[src/rtl/energy_voice_activity_detector_core_defines.svh]
// Assertion macros used by the voice activity detector sequencer.
`ifndef ENERGY_VOICE_ACTIVITY_DETECTOR_CORE_DEFINES_SVH
`define ENERGY_VOICE_ACTIVITY_DETECTOR_CORE_DEFINES_SVH

// Same-cycle implication, disabled during reset.
`define EVAD_ASSERT_IMP(label, clk, rst, ante, cons) \
  label: assert property (@(posedge clk) disable iff (rst) (ante) |-> (cons)) \
    else $error("evad: same-cycle check failed");

// Next-cycle implication, disabled during reset.
`define EVAD_ASSERT_NXT(label, clk, rst, ante, cons) \
  label: assert property (@(posedge clk) disable iff (rst) (ante) |=> (cons)) \
    else $error("evad: next-cycle check failed");

`endif

[src/rtl/evad_pkg.sv]
// Shared widths, codes and control types of the voice activity detector.
package evad_pkg;

  localparam int SAMPLE_W          = 16;
  localparam int TIME_W            = 48;
  localparam int CFG_W             = 16;
  localparam int CFG_IDX_W         = 2;
  localparam int SUM_W             = 43;
  localparam int COUNT_W           = 13;
  localparam int SQUARE_W          = 32;
  localparam int QUOT_W            = 31;
  localparam int RAD_W             = 32;
  localparam int REM_W             = 13;
  localparam int SQ_REM_W          = 18;
  localparam int RMS_W             = 16;
  localparam int STATE_W           = 2;
  localparam int LIMIT_US_W        = 27;
  localparam int STEP_W            = 6;
  localparam int MAX_CHUNK_SAMPLES = 4096;
  localparam int US_PER_MS         = 1000;

  localparam logic [STATE_W-1:0] DET_WAIT    = 2'd0;
  localparam logic [STATE_W-1:0] DET_SPEECH  = 2'd1;
  localparam logic [STATE_W-1:0] DET_SILENCE = 2'd2;
  localparam logic [STATE_W-1:0] DET_TIMEOUT = 2'd3;

  localparam logic [CFG_IDX_W-1:0] CFG_SPEECH_THRESHOLD = 2'd0;
  localparam logic [CFG_IDX_W-1:0] CFG_INITIAL_TIMEOUT  = 2'd1;
  localparam logic [CFG_IDX_W-1:0] CFG_SILENCE_LIMIT    = 2'd2;

  typedef struct packed {
    logic [CFG_W-1:0] speech_threshold;
    logic [CFG_W-1:0] initial_timeout_ms;
    logic [CFG_W-1:0] silence_limit_ms;
  } cfg_t;

  typedef struct packed {
    logic load;
    logic session_reset;
    logic square;
    logic accumulate;
    logic div_init;
    logic div_step;
    logic sqrt_init;
    logic sqrt_step;
    logic time_prep;
    logic decide;
  } cmd_t;

  typedef struct packed {
    logic is_reset;
    logic last;
    logic out_full;
  } status_t;

endpackage

[src/rtl/evad_ctrl.sv]
// Sequencer of the voice activity detector: accept, session reset or square and accumulate, divide, root, decide.
`include "energy_voice_activity_detector_core_defines.svh"

module evad_ctrl (
  input  logic             clk,
  input  logic             rst,
  input  logic             in_valid,
  output logic             in_ready,
  input  evad_pkg::status_t status,
  output evad_pkg::cmd_t    cmd
);
  import evad_pkg::*;

  localparam logic [3:0] S_IDLE   = 4'd0;
  localparam logic [3:0] S_MUL    = 4'd1;
  localparam logic [3:0] S_ACC    = 4'd2;
  localparam logic [3:0] S_DINIT  = 4'd3;
  localparam logic [3:0] S_DIV    = 4'd4;
  localparam logic [3:0] S_SINIT  = 4'd5;
  localparam logic [3:0] S_SQRT   = 4'd6;
  localparam logic [3:0] S_TIME   = 4'd7;
  localparam logic [3:0] S_DECIDE = 4'd8;

  logic [3:0]        state;
  logic [3:0]        state_next;
  logic [STEP_W-1:0] cnt;
  logic [STEP_W-1:0] cnt_next;

  always_comb begin
    state_next = state;
    cnt_next   = cnt;
    cmd        = '0;
    in_ready   = 1'b0;
    unique case (state)
      S_IDLE: begin
        in_ready = 1'b1;
        if (in_valid) begin
          cmd.load   = 1'b1;
          state_next = S_MUL;
        end
      end
      S_MUL: begin
        if (status.is_reset) begin
          cmd.session_reset = 1'b1;
          state_next        = S_IDLE;
        end else begin
          cmd.square = 1'b1;
          state_next = S_ACC;
        end
      end
      S_ACC: begin
        cmd.accumulate = 1'b1;
        state_next     = status.last ? S_DINIT : S_IDLE;
      end
      S_DINIT: begin
        cmd.div_init = 1'b1;
        cnt_next     = STEP_W'(SUM_W - 1);
        state_next   = S_DIV;
      end
      S_DIV: begin
        cmd.div_step = 1'b1;
        if (cnt == '0) begin
          state_next = S_SINIT;
        end else begin
          cnt_next = cnt - STEP_W'(1);
        end
      end
      S_SINIT: begin
        cmd.sqrt_init = 1'b1;
        cnt_next      = STEP_W'(RMS_W - 1);
        state_next    = S_SQRT;
      end
      S_SQRT: begin
        cmd.sqrt_step = 1'b1;
        if (cnt == '0) begin
          state_next = S_TIME;
        end else begin
          cnt_next = cnt - STEP_W'(1);
        end
      end
      S_TIME: begin
        cmd.time_prep = 1'b1;
        state_next    = S_DECIDE;
      end
      S_DECIDE: begin
        if (!status.out_full) begin
          cmd.decide = 1'b1;
          state_next = S_IDLE;
        end
      end
      default: begin
        state_next = S_IDLE;
      end
    endcase
  end

  always_ff @(posedge clk) begin
    if (rst) begin
      state <= S_IDLE;
      cnt   <= '0;
    end else begin
      state <= state_next;
      cnt   <= cnt_next;
    end
  end

  `EVAD_ASSERT_NXT(a_accept_starts, clk, rst, in_valid && in_ready, state == S_MUL)
  `EVAD_ASSERT_NXT(a_reset_item_done, clk, rst, state == S_MUL && status.is_reset,
                   state == S_IDLE)
  `EVAD_ASSERT_NXT(a_div_to_sqrt, clk, rst, state == S_DIV && cnt == '0, state == S_SINIT)
  `EVAD_ASSERT_NXT(a_sqrt_to_time, clk, rst, state == S_SQRT && cnt == '0, state == S_TIME)
  `EVAD_ASSERT_NXT(a_hold_while_busy, clk, rst, state == S_DECIDE && status.out_full,
                   state == S_DECIDE)

endmodule

[src/rtl/evad_dp.sv]
// Datapath of the voice activity detector: energy sum, divider, square root, detector.
module evad_dp (
  input  logic                               clk,
  input  logic                               rst,
  input  evad_pkg::cmd_t                     cmd,
  output evad_pkg::status_t                  status,
  input  evad_pkg::cfg_t                     cfg,
  input  logic                               kind,
  input  logic signed [evad_pkg::SAMPLE_W-1:0] sample,
  input  logic                               last_in_chunk,
  input  logic [evad_pkg::TIME_W-1:0]        now_us,
  output logic                               out_valid,
  input  logic                               out_ready,
  output logic [evad_pkg::STATE_W-1:0]       vad_state,
  output logic [evad_pkg::RMS_W-1:0]         chunk_rms,
  output logic                               chunk_is_speech
);
  import evad_pkg::*;

  // latched input beat
  logic                       kind_q;
  logic signed [SAMPLE_W-1:0] sample_q;
  logic                       last_q;
  logic [TIME_W-1:0]          now_q;

  // model state
  logic [STATE_W-1:0] det;
  logic [TIME_W-1:0]  session_origin;
  logic [TIME_W-1:0]  speech_mark;
  logic [SUM_W-1:0]   square_sum;
  logic [COUNT_W-1:0] sample_count;

  // working registers
  logic [SQUARE_W-1:0]   square_q;
  logic [SUM_W-1:0]      div_q;
  logic [REM_W-1:0]      div_rem;
  logic [COUNT_W-1:0]    divisor;
  logic [RAD_W-1:0]      rad;
  logic [SQ_REM_W-1:0]   sq_rem;
  logic [RMS_W-1:0]      root;
  logic [RMS_W-1:0]      rms_q;
  logic                  speech_q;
  logic [TIME_W-1:0]     diff_q;
  logic [LIMIT_US_W-1:0] limit_us_q;

  logic [SAMPLE_W-1:0]   mag;
  logic [REM_W:0]        div_shift;
  logic                  div_fit;
  logic [SQ_REM_W+1:0]   sq_shift;
  logic [SQ_REM_W+1:0]   sq_trial;
  logic                  sq_fit;
  logic [CFG_W-1:0]      limit_ms;
  logic [LIMIT_US_W-1:0] limit_us;
  logic                  timed_out;

  assign mag       = sample_q[SAMPLE_W-1] ? SAMPLE_W'(~sample_q + SAMPLE_W'(1))
                                          : SAMPLE_W'(sample_q);
  assign div_shift = {div_rem, div_q[SUM_W-1]};
  assign div_fit   = div_shift >= {1'b0, divisor};
  assign sq_shift  = {sq_rem, rad[RAD_W-1 -: 2]};
  assign sq_trial  = (SQ_REM_W+2)'({root, 2'b01});
  assign sq_fit    = sq_shift >= sq_trial;
  assign limit_ms  = (det == DET_WAIT) ? cfg.initial_timeout_ms : cfg.silence_limit_ms;
  assign limit_us  = LIMIT_US_W'({1'b0, limit_ms} + (CFG_W+1)'(1))
                     * LIMIT_US_W'(US_PER_MS);
  assign timed_out = diff_q >= TIME_W'(limit_us_q);

  assign status.is_reset = kind_q;
  assign status.last     = last_q;
  assign status.out_full = out_valid && !out_ready;

  always_ff @(posedge clk) begin
    if (cmd.load) begin
      kind_q   <= kind;
      sample_q <= sample;
      last_q   <= last_in_chunk;
      now_q    <= now_us;
    end
    if (cmd.square) begin
      square_q <= SQUARE_W'(mag) * SQUARE_W'(mag);
    end
    if (cmd.div_init) begin
      div_q   <= square_sum;
      div_rem <= '0;
      divisor <= (sample_count == '0) ? COUNT_W'(1) : sample_count;
    end else if (cmd.div_step) begin
      div_q   <= {div_q[SUM_W-2:0], div_fit};
      div_rem <= div_fit ? REM_W'(div_shift - {1'b0, divisor}) : REM_W'(div_shift);
    end
    if (cmd.sqrt_init) begin
      rad    <= RAD_W'(div_q[QUOT_W-1:0]);
      sq_rem <= '0;
      root   <= '0;
    end else if (cmd.sqrt_step) begin
      rad    <= {rad[RAD_W-3:0], 2'b00};
      sq_rem <= sq_fit ? SQ_REM_W'(sq_shift - sq_trial) : SQ_REM_W'(sq_shift);
      root   <= {root[RMS_W-2:0], sq_fit};
    end
    if (cmd.time_prep) begin
      rms_q      <= root;
      speech_q   <= root > cfg.speech_threshold;
      diff_q     <= now_q - ((det == DET_WAIT) ? session_origin : speech_mark);
      limit_us_q <= limit_us;
    end
    if (cmd.decide) begin
      chunk_rms       <= rms_q;
      chunk_is_speech <= speech_q;
    end
  end

  always_ff @(posedge clk) begin
    if (rst) begin
      det            <= DET_WAIT;
      session_origin <= '0;
      speech_mark    <= '0;
      square_sum     <= '0;
      sample_count   <= '0;
      out_valid      <= 1'b0;
      vad_state      <= DET_WAIT;
    end else begin
      if (cmd.session_reset) begin
        det            <= DET_WAIT;
        session_origin <= now_q;
        speech_mark    <= '0;
        square_sum     <= '0;
        sample_count   <= '0;
      end else if (cmd.accumulate) begin
        if (sample_count < COUNT_W'(MAX_CHUNK_SAMPLES)) begin
          square_sum   <= square_sum + SUM_W'(square_q);
          sample_count <= sample_count + COUNT_W'(1);
        end
      end else if (cmd.div_init) begin
        square_sum   <= '0;
        sample_count <= '0;
      end
      if (cmd.decide) begin
        out_valid <= 1'b1;
        unique case (det)
          DET_WAIT: begin
            if (speech_q) begin
              det         <= DET_SPEECH;
              speech_mark <= now_q;
              vad_state   <= DET_SPEECH;
            end else if (timed_out) begin
              det       <= DET_TIMEOUT;
              vad_state <= DET_TIMEOUT;
            end else begin
              vad_state <= DET_WAIT;
            end
          end
          DET_SPEECH: begin
            if (speech_q) begin
              speech_mark <= now_q;
              vad_state   <= DET_SPEECH;
            end else if (timed_out) begin
              det       <= DET_SILENCE;
              vad_state <= DET_SILENCE;
            end else begin
              vad_state <= DET_SPEECH;
            end
          end
          default: begin
            vad_state <= det;
          end
        endcase
      end else if (out_ready) begin
        out_valid <= 1'b0;
      end
    end
  end

endmodule

[src/rtl/energy_voice_activity_detector_core.sv]
// Top level of the energy-based voice activity detector.
//
// Input channel (in_valid/in_ready): one beat per audio sample or session reset.
// A sample beat is squared and summed; a beat with last_in_chunk set closes
// the chunk and yields one result beat on the output channel
// (out_valid/out_ready) with the detector state, the chunk RMS and the speech
// flag. Session reset beats and non-final samples yield no result.
// Beats are taken one at a time, the next only once the block is idle: a
// sample is squared and summed, a reset clears the session, and a chunk-final
// beat also runs the 43-step restoring divider (sum over count) and the
// 16-step digit-by-digit square root, which share one sequencer.
// The output register holds the result until taken; new beats are accepted
// meanwhile, and only the next chunk end waits while the receiver stalls.
// Reset clears the detector to waiting, zeroes the session and speech times
// and the running sum, and loads the register defaults (threshold 500, initial
// timeout 5000 ms, silence limit 1500 ms). The user must write registers by
// cfg_we/cfg_index/cfg_data only while the block is idle; it is not enforced.
module energy_voice_activity_detector_core (
  input  logic                                 clk,
  input  logic                                 rst,
  input  logic                                 in_valid,
  output logic                                 in_ready,
  input  logic                                 kind,
  input  logic signed [evad_pkg::SAMPLE_W-1:0] sample,
  input  logic                                 last_in_chunk,
  input  logic [evad_pkg::TIME_W-1:0]          now_us,
  output logic                                 out_valid,
  input  logic                                 out_ready,
  output logic [evad_pkg::STATE_W-1:0]         vad_state,
  output logic [evad_pkg::RMS_W-1:0]           chunk_rms,
  output logic                                 chunk_is_speech,
  input  logic                                 cfg_we,
  input  logic [evad_pkg::CFG_IDX_W-1:0]       cfg_index,
  input  logic [evad_pkg::CFG_W-1:0]           cfg_data
);
  import evad_pkg::*;

  cfg_t    cfg;
  cmd_t    cmd;
  status_t status;

  always_ff @(posedge clk) begin
    if (rst) begin
      cfg.speech_threshold   <= CFG_W'(500);
      cfg.initial_timeout_ms <= CFG_W'(5000);
      cfg.silence_limit_ms   <= CFG_W'(1500);
    end else if (cfg_we) begin
      priority case (cfg_index)
        CFG_SPEECH_THRESHOLD: cfg.speech_threshold   <= cfg_data;
        CFG_INITIAL_TIMEOUT:  cfg.initial_timeout_ms <= cfg_data;
        CFG_SILENCE_LIMIT:    cfg.silence_limit_ms   <= cfg_data;
        default: begin
        end
      endcase
    end
  end

  evad_ctrl u_ctrl (
    .clk      (clk),
    .rst      (rst),
    .in_valid (in_valid),
    .in_ready (in_ready),
    .status   (status),
    .cmd      (cmd)
  );

  evad_dp u_dp (
    .clk             (clk),
    .rst             (rst),
    .cmd             (cmd),
    .status          (status),
    .cfg             (cfg),
    .kind            (kind),
    .sample          (sample),
    .last_in_chunk   (last_in_chunk),
    .now_us          (now_us),
    .out_valid       (out_valid),
    .out_ready       (out_ready),
    .vad_state       (vad_state),
    .chunk_rms       (chunk_rms),
    .chunk_is_speech (chunk_is_speech)
  );

endmodule

[config.mk]
export PLATFORM = sky130hd
export DESIGN_NAME = energy_voice_activity_detector_core
export DESIGN_NICKNAME = d
export VERILOG_FILES = /design/src/rtl/evad_pkg.sv /design/src/rtl/evad_ctrl.sv /design/src/rtl/evad_dp.sv /design/src/rtl/energy_voice_activity_detector_core.sv
export VERILOG_INCLUDE_DIRS = /design/src /design/src/rtl
export SDC_FILE = /design/constraint.sdc
export NUM_CORES = 2
export LEC_CHECK = 0
export ABC_AREA = 1
export BUFFER_PORTS_ARGS = -buffer_cell sky130_fd_sc_hd__clkbuf_2
export CORE_UTILIZATION = 58
export CTS_CLUSTER_SIZE = 25
export DETAILED_ROUTE_END_ITERATION = 8
export PLACE_DENSITY = 0.76
export SLEW_MARGIN = 40
export SYNTH_ARGS = -nofsm -noshare
export SYNTH_HDL_FRONTEND = slang
export SYNTH_SLANG_ARGS = --single-unit
[constraint.sdc]
create_clock -name clk -period 7.5 [get_ports clk]
set_input_delay 0 -clock clk [delete_from_list [all_inputs] [get_ports clk]]
set_output_delay 0 -clock clk [all_outputs]
set_load 0.01 [all_outputs]
* After elaboration in Yosys (flattened, before gate mapping)
Index checks and enable logic that the tools add are counted.
** Operators by class
- Magnitude comparators :: 5
- Reductions and logical operators :: 21
- Multiply operators :: 2
- Bitwise logic cells :: 1
- $add $sub $neg :: 8
- Mux-type cells :: 56
- Equality and inequality tests :: 17
** Operators by type and width (number)
- $mux W48 :: 5
- $mux W43 :: 5
- $mux W31 :: 2
- $mux W13 :: 4
- $ge A48 B27 Y1 :: 1
- $sub A48 B48 Y48 :: 1
- $add A43 B32 Y43 :: 1
- $pmux W4 S9 :: 1
- $mul A16 B16 Y32 :: 1
- $mux W16 :: 2
- $mul A27 B7 Y24 const B :: 1
- $mux W2 :: 13
- $ge A20 B18 Y1 :: 1
- $mux W18 :: 1
- $pmux W6 S3 :: 1
- $sub A18 B18 Y18 :: 1
- $add A16 B1 Y17 const B :: 1
- $add A16 B2 Y16 const B :: 1
- $eq A4 B3 Y1 const B :: 4
- $gt A16 B16 Y1 :: 1
- $mux W4 :: 4
- $not A16 Y16 :: 1
- $mux W1 :: 15
- $ge A14 B13 Y1 :: 1
- other kinds (24) :: 41
** Storage, ports and cells
- Register bits :: 554
- Logic and storage cells :: 140
- Output and inout port bits :: 21

* Logic depth before layout (Yosys ltp)
- Depth after elaboration :: 7
- Gate-level depth with buffers :: 38
- Mapped depth without buffers :: 36

* By module
From an unflattened synthesis, not the netlist that was laid out.
** Unflattened totals
- Cell total of the unflattened synthesis :: 4966
- Area, all modules :: 39953.3 um^2
** By module, submodules not included
- evad_dp :: times used 1, seq. area each 12812.3 um^2, area each 37298.3 um^2, cells each 4574
- energy_voice_activity_detector_core :: times used 1, seq. area each 960.9 um^2, area each 1926.8 um^2, cells each 277
- evad_ctrl :: times used 1, seq. area each 200.2 um^2, area each 728.2 um^2, cells each 115

* Worst setup path after synthesis
Ideal clock, no wire load.
- Path type :: register -> register
- Start :: register u_dp.sample_q[0]
- End :: register u_dp.square_q[25], data pin
- Slack :: 407 ps
- Required time :: 7241 ps
- Path buffers :: 1
- Stages on the path, launching flop included :: 31
- Arrival :: 6834 ps
- Path through :: edfxtp_1 clkinv_1 clkbuf_1 ha_1 nand2_1 nor2_1 nand3_1 nand2_1 xor2_2 inv_1 nor2_1 inv_1 fa_1 inv_1 fa_1 inv_1 fa_1 inv_1 fa_1 fa_1 inv_1 fa_1 inv_1 ha_1 a21o_1 a21o_1 a21oi_1 a21boi_0 o21ai_0 nand2_1 nand2_1
** Between the ends
- Cells in the longest elaborated chain, start to end :: 4
** Ends and longest elaborated chain
- from (decl) :: RTL line evad_dp.sv:22 : logic signed [SAMPLE_W-1:0] sample_q;
- from (signal assigned) :: RTL line evad_dp.sv:75 : sample_q <= sample;
- $not A16 Y16 :: RTL line evad_dp.sv:56 : assign mag = sample_q[SAMPLE_W-1] ? SAMPLE_W'(~sample_q + SAMPLE_W'(1))
- $add A16 B2 Y16 :: RTL line evad_dp.sv:56
- $mux W16 * :: RTL line evad_dp.sv:56
- $mul A16 B16 Y32 * :: RTL line evad_dp.sv:80 : square_q <= SQUARE_W'(mag) * SQUARE_W'(mag);
- to (signal assigned) :: RTL line evad_dp.sv:80
- to (decl) :: RTL line evad_dp.sv:34 : logic [SQUARE_W-1:0] square_q;
Mark *: on every way between the ends. The rest lies on a longest branch, timed or not.
A chain may end at the register's enable or synchronous reset.

* Final worst setup path
- Start :: register u_dp.sample_q[1]
- End :: register u_dp.square_q[25], data pin
Same word-level chain as after synthesis.

==> results.yml <==
run_status:
  status: "completed"
sta:
  finalSetupViolations: 0
  rsz0062_at_grt: "no"
  fin_tns_setup_ns: 0
  fin_crit_sh_pct: 93.3
  tightestPinTransition_ns: 0.807
  skew_ns: 0.0215
  relSlewSlack_pct: 46.2
  hold_viol_final: 0
  timing.final.max_slew_violations: 0
  fmax_mhz: 143
  min_period_ns: 7.00
worst_setup_path:
  r2r_start: "u_dp.sample_q[1]"
  critPathKind: "register to register"
  crit_start: "u_dp.sample_q[1]"
  crit_path_end_kind: "register"
  crit_fanout: 6
  endpoint: "u_dp.square_q[25]"
  r2r-end: "u_dp.square_q[25]"
  crit_arrival_ns: 7.36
  r2r_setup_slack_ns: 0.50
  required_ns: 7.87
  r2r_cells: 27
  startpoint_type: "register"
synthesis:
  synth_area_per_cell_um2: 8.09
  yosysSeqAreaShare_pct: 35.4
  ys_types: 59
  synth_flop_cell: "edfxtp_1"
  syn_inst: 4880
  synthArstFlopShare_pct: 0
  synthesis.area_mm2: 0.0395
  yosys_warnings: 0
  synth-seq-cells: 553
  synth_edf_count: 290
drt:
  vias: 33000
  drt_iter0_markers: 2585
  routed_wl_mm: 98.7
  drt-vias-per-instance: 5.50
  firstDrtPassIters: 7
  wl_per_cell_um: 16.4
  ant_nets: 0
  drc: 0
clock_network:
  postCtsSetupRepairBufs: 0
  cts_root_buffer: "clkbuf_16"
  cts.sinks: 553
  cts.clk_slew.worst_paths_ns: 0.06
  cts_buffers: 58
  insertion_delay_ns: 0.63
  htreeDepth: 2
  clk_path_buf_depth: 3
  cts_tree: "yes"
global_route:
  grt_usage_pct: 28.7
  grt_antenna_before_repair: 3
  gr-total-overflow: 0
  grt_pass1_wl_mm: 163
  first_global_vias: 32000
  grt_max_degree: 98
die:
  initial_core_util_pct: 58.7
  die_h_um: 263
  core_mm2: 0.0673
  die-area_mm2: 0.0691
  die_w_um: 263
  io_pins: 110
  core.rowCount: 95
placed_design:
  dp_hpwl_mm: 73.7
  portBuffers: 109
  globalplace.congestion: 0.962
flow_run:
  cap_viol_max_count: 0
final_layout:
  drive_gt1_share_pct: 6.26
  syn2layout_area_growth_pct: 11.0
  final_cell_mix: "1052 x nand2_1, 727 x inv_1, 456 x nor2_1"
  fin_util_pct: 65.1
  fill_cells: 5659
  layout_commonest_cell: "nand2_1"
  nNetsFinal: 5696
power:
  worst_ir_drop_vdd_mv: 0.860
  p_total_uw: 19800
  power_per_cell_area_mw_per_mm2: 453
  power_leakage_uw: 0.0200
worst_hold_path:
  hold_class: "input pin to register"
  hold_depth: 2
-- stage by stage --
stage	setup WS (ns)	hold slack, ns	cell area, um2	cells
floorplan	0.407	0.0989	39500	4889
global placement	0.539	0.176	40900	5787
detailed placement	0.456	0.179	41000	5788
CTS	0.438	0.0519	43800	6000
global route	0.0273	0.0681	43800	6002
finish	0.503	0.0843	43800	6002
-- final cells by class --
| class | instances | area [um2] | area share, % |
|---|---|---|---|
| well taps | 873 | 1090 | 2.49 |
| repair buffers | 257 | 1940 | 4.42 |
| clock buffers | 84 | 1610 | 3.68 |
| multi-input cells | 3461 | 22200 | 50.7 |
| inverters | 747 | 2810 | 6.41 |
| flip-flops and latches | 553 | 14000 | 31.9 |
| diodes | 2 | 5.00 | 0.0114 |
| clock inverters | 25 | 160 | 0.366 |
-- critical path, stage by stage (launching register included) --
cell      delay [ns]
edfxtp_1        0.42
inv_1           0.12
ha_1            0.16
nand2_1         0.07
nor2_1          0.16
nand3_1         0.15
nor2_2          0.16
a31oi_1         0.13
xor2_2          0.24
buf_4           0.21
nand2_1         0.08
fa_1            0.59
inv_1           0.07
fa_1            0.46
fa_1            0.51
fa_1            0.52
fa_1            0.55
inv_1           0.05
fa_1            0.52
inv_1           0.04
ha_1            0.34
a21o_1          0.19
a21o_1          0.16
a21oi_1         0.11
a21boi_0        0.45
o21ai_0         0.14
nand2_1         0.08
nand2_1         0.05
-- how the worst min path moves through the flow --
stage	startpoint	endpoint	slack, ns
after floorplan	kind	u_dp.kind_q	0.1
after global placement	now_us[37]	u_dp.now_q[37]	0.18
after detailed placement	now_us[21]	u_dp.now_q[21]	0.18
after CTS	now_us[7]	u_dp.now_q[7]	0.05
after global routing	now_us[34]	u_dp.now_q[34]	0.07
final	now_us[20]	u_dp.now_q[20]	0.08
-- Yosys cell counts (all sizes together) (2+ instances only) --
| cell type | number | area, um2 |
|---|---|---|
| inv | 743 | 2790 |
| buf | 43 | 238 |
| a31oi | 23 | 144 |
| nor4 | 20 | 146 |
| a21boi | 8 | 60.1 |
| o21ai | 375 | 1900 |
| o31ai | 6 | 45.0 |
| edfxtp | 290 | 8710 |
| fa | 223 | 4460 |
| nor2 | 481 | 1880 |
| a22oi | 4 | 30.0 |
| xor2 | 87 | 785 |
| or2 | 8 | 50.1 |
| a21o | 23 | 173 |
| clkbuf | 85 | 319 |
| o21bai | 15 | 113 |
| and2 | 6 | 37.5 |
| conb | 2 | 7.51 |
| nand2 | 1060 | 4000 |
| nand4 | 38 | 272 |
| nor3 | 48 | 267 |
| nand3b | 9 | 67.6 |
| nand3 | 183 | 926 |
| dfxtp | 263 | 5270 |
| o211ai | 26 | 195 |
| a211oi | 6 | 45.0 |
| xnor2 | 42 | 375 |
| a21oi | 434 | 2180 |
| o2111ai | 2 | 17.5 |
| ha | 306 | 3830 |
| clkinv | 4 | 15.0 |
| o21a | 9 | 67.6 |
-- registers in the layout (all words and copies together) (netlist names), 31 cells and up --
name and cells:
u_dp.now_q 48, u_dp.session_origin 48, u_dp.square_q 31, u_dp.diff_q 48, u_dp.speech_mark 48, u_dp.square_sum 43, u_dp.div_q 43, u_dp.rad 32
cfg 48
-- cells by family (layout without fill, tap and decap cells) --
logic type                 count (synthesis)  in the layout  synth area share, %
AOI/OAI and AO/OA                        938            938                 12.7
xor gates and xnor gates                 129            129                 2.94
adders and majority gates                529            529                 21.0
buffers and inverters                    875           1113                 8.52
DFF                                      553            553                 35.4
other                                      2             13               0.0190
and+or+nand+nor                         1854           1854                 19.4
-- what timing repair did --
| item | 4_1_cts | 5_1_grt |
|---|---|---|
| endpoints found under the hold margin | 128 | 0 |
| gates resized for setup | 0 | 4 |
| hold buffers | 103 | 0 |
| endpoints found under the setup margin | 0 | 4 |
-- layer usage --
layer	GRT usage, %	up-vias	routed length [um]
li1	-	16300	-
met1	40.0	15600	44800
met2	47.8	986	45900
met3	3.17	165	5660
met4	7.37	0	2320
met5	0	-	0
-- where the power goes --
group | internal, uW | leakage (uW) | switching, uW | total (uW)
Clock | 1500 | 0.000871 | 1210 | 2710
Sequential | 4020 | 0.00477 | 150 | 4170
Combinational | 4760 | 0.0144 | 8200 | 13000
(Power assumes the default switching activity.)
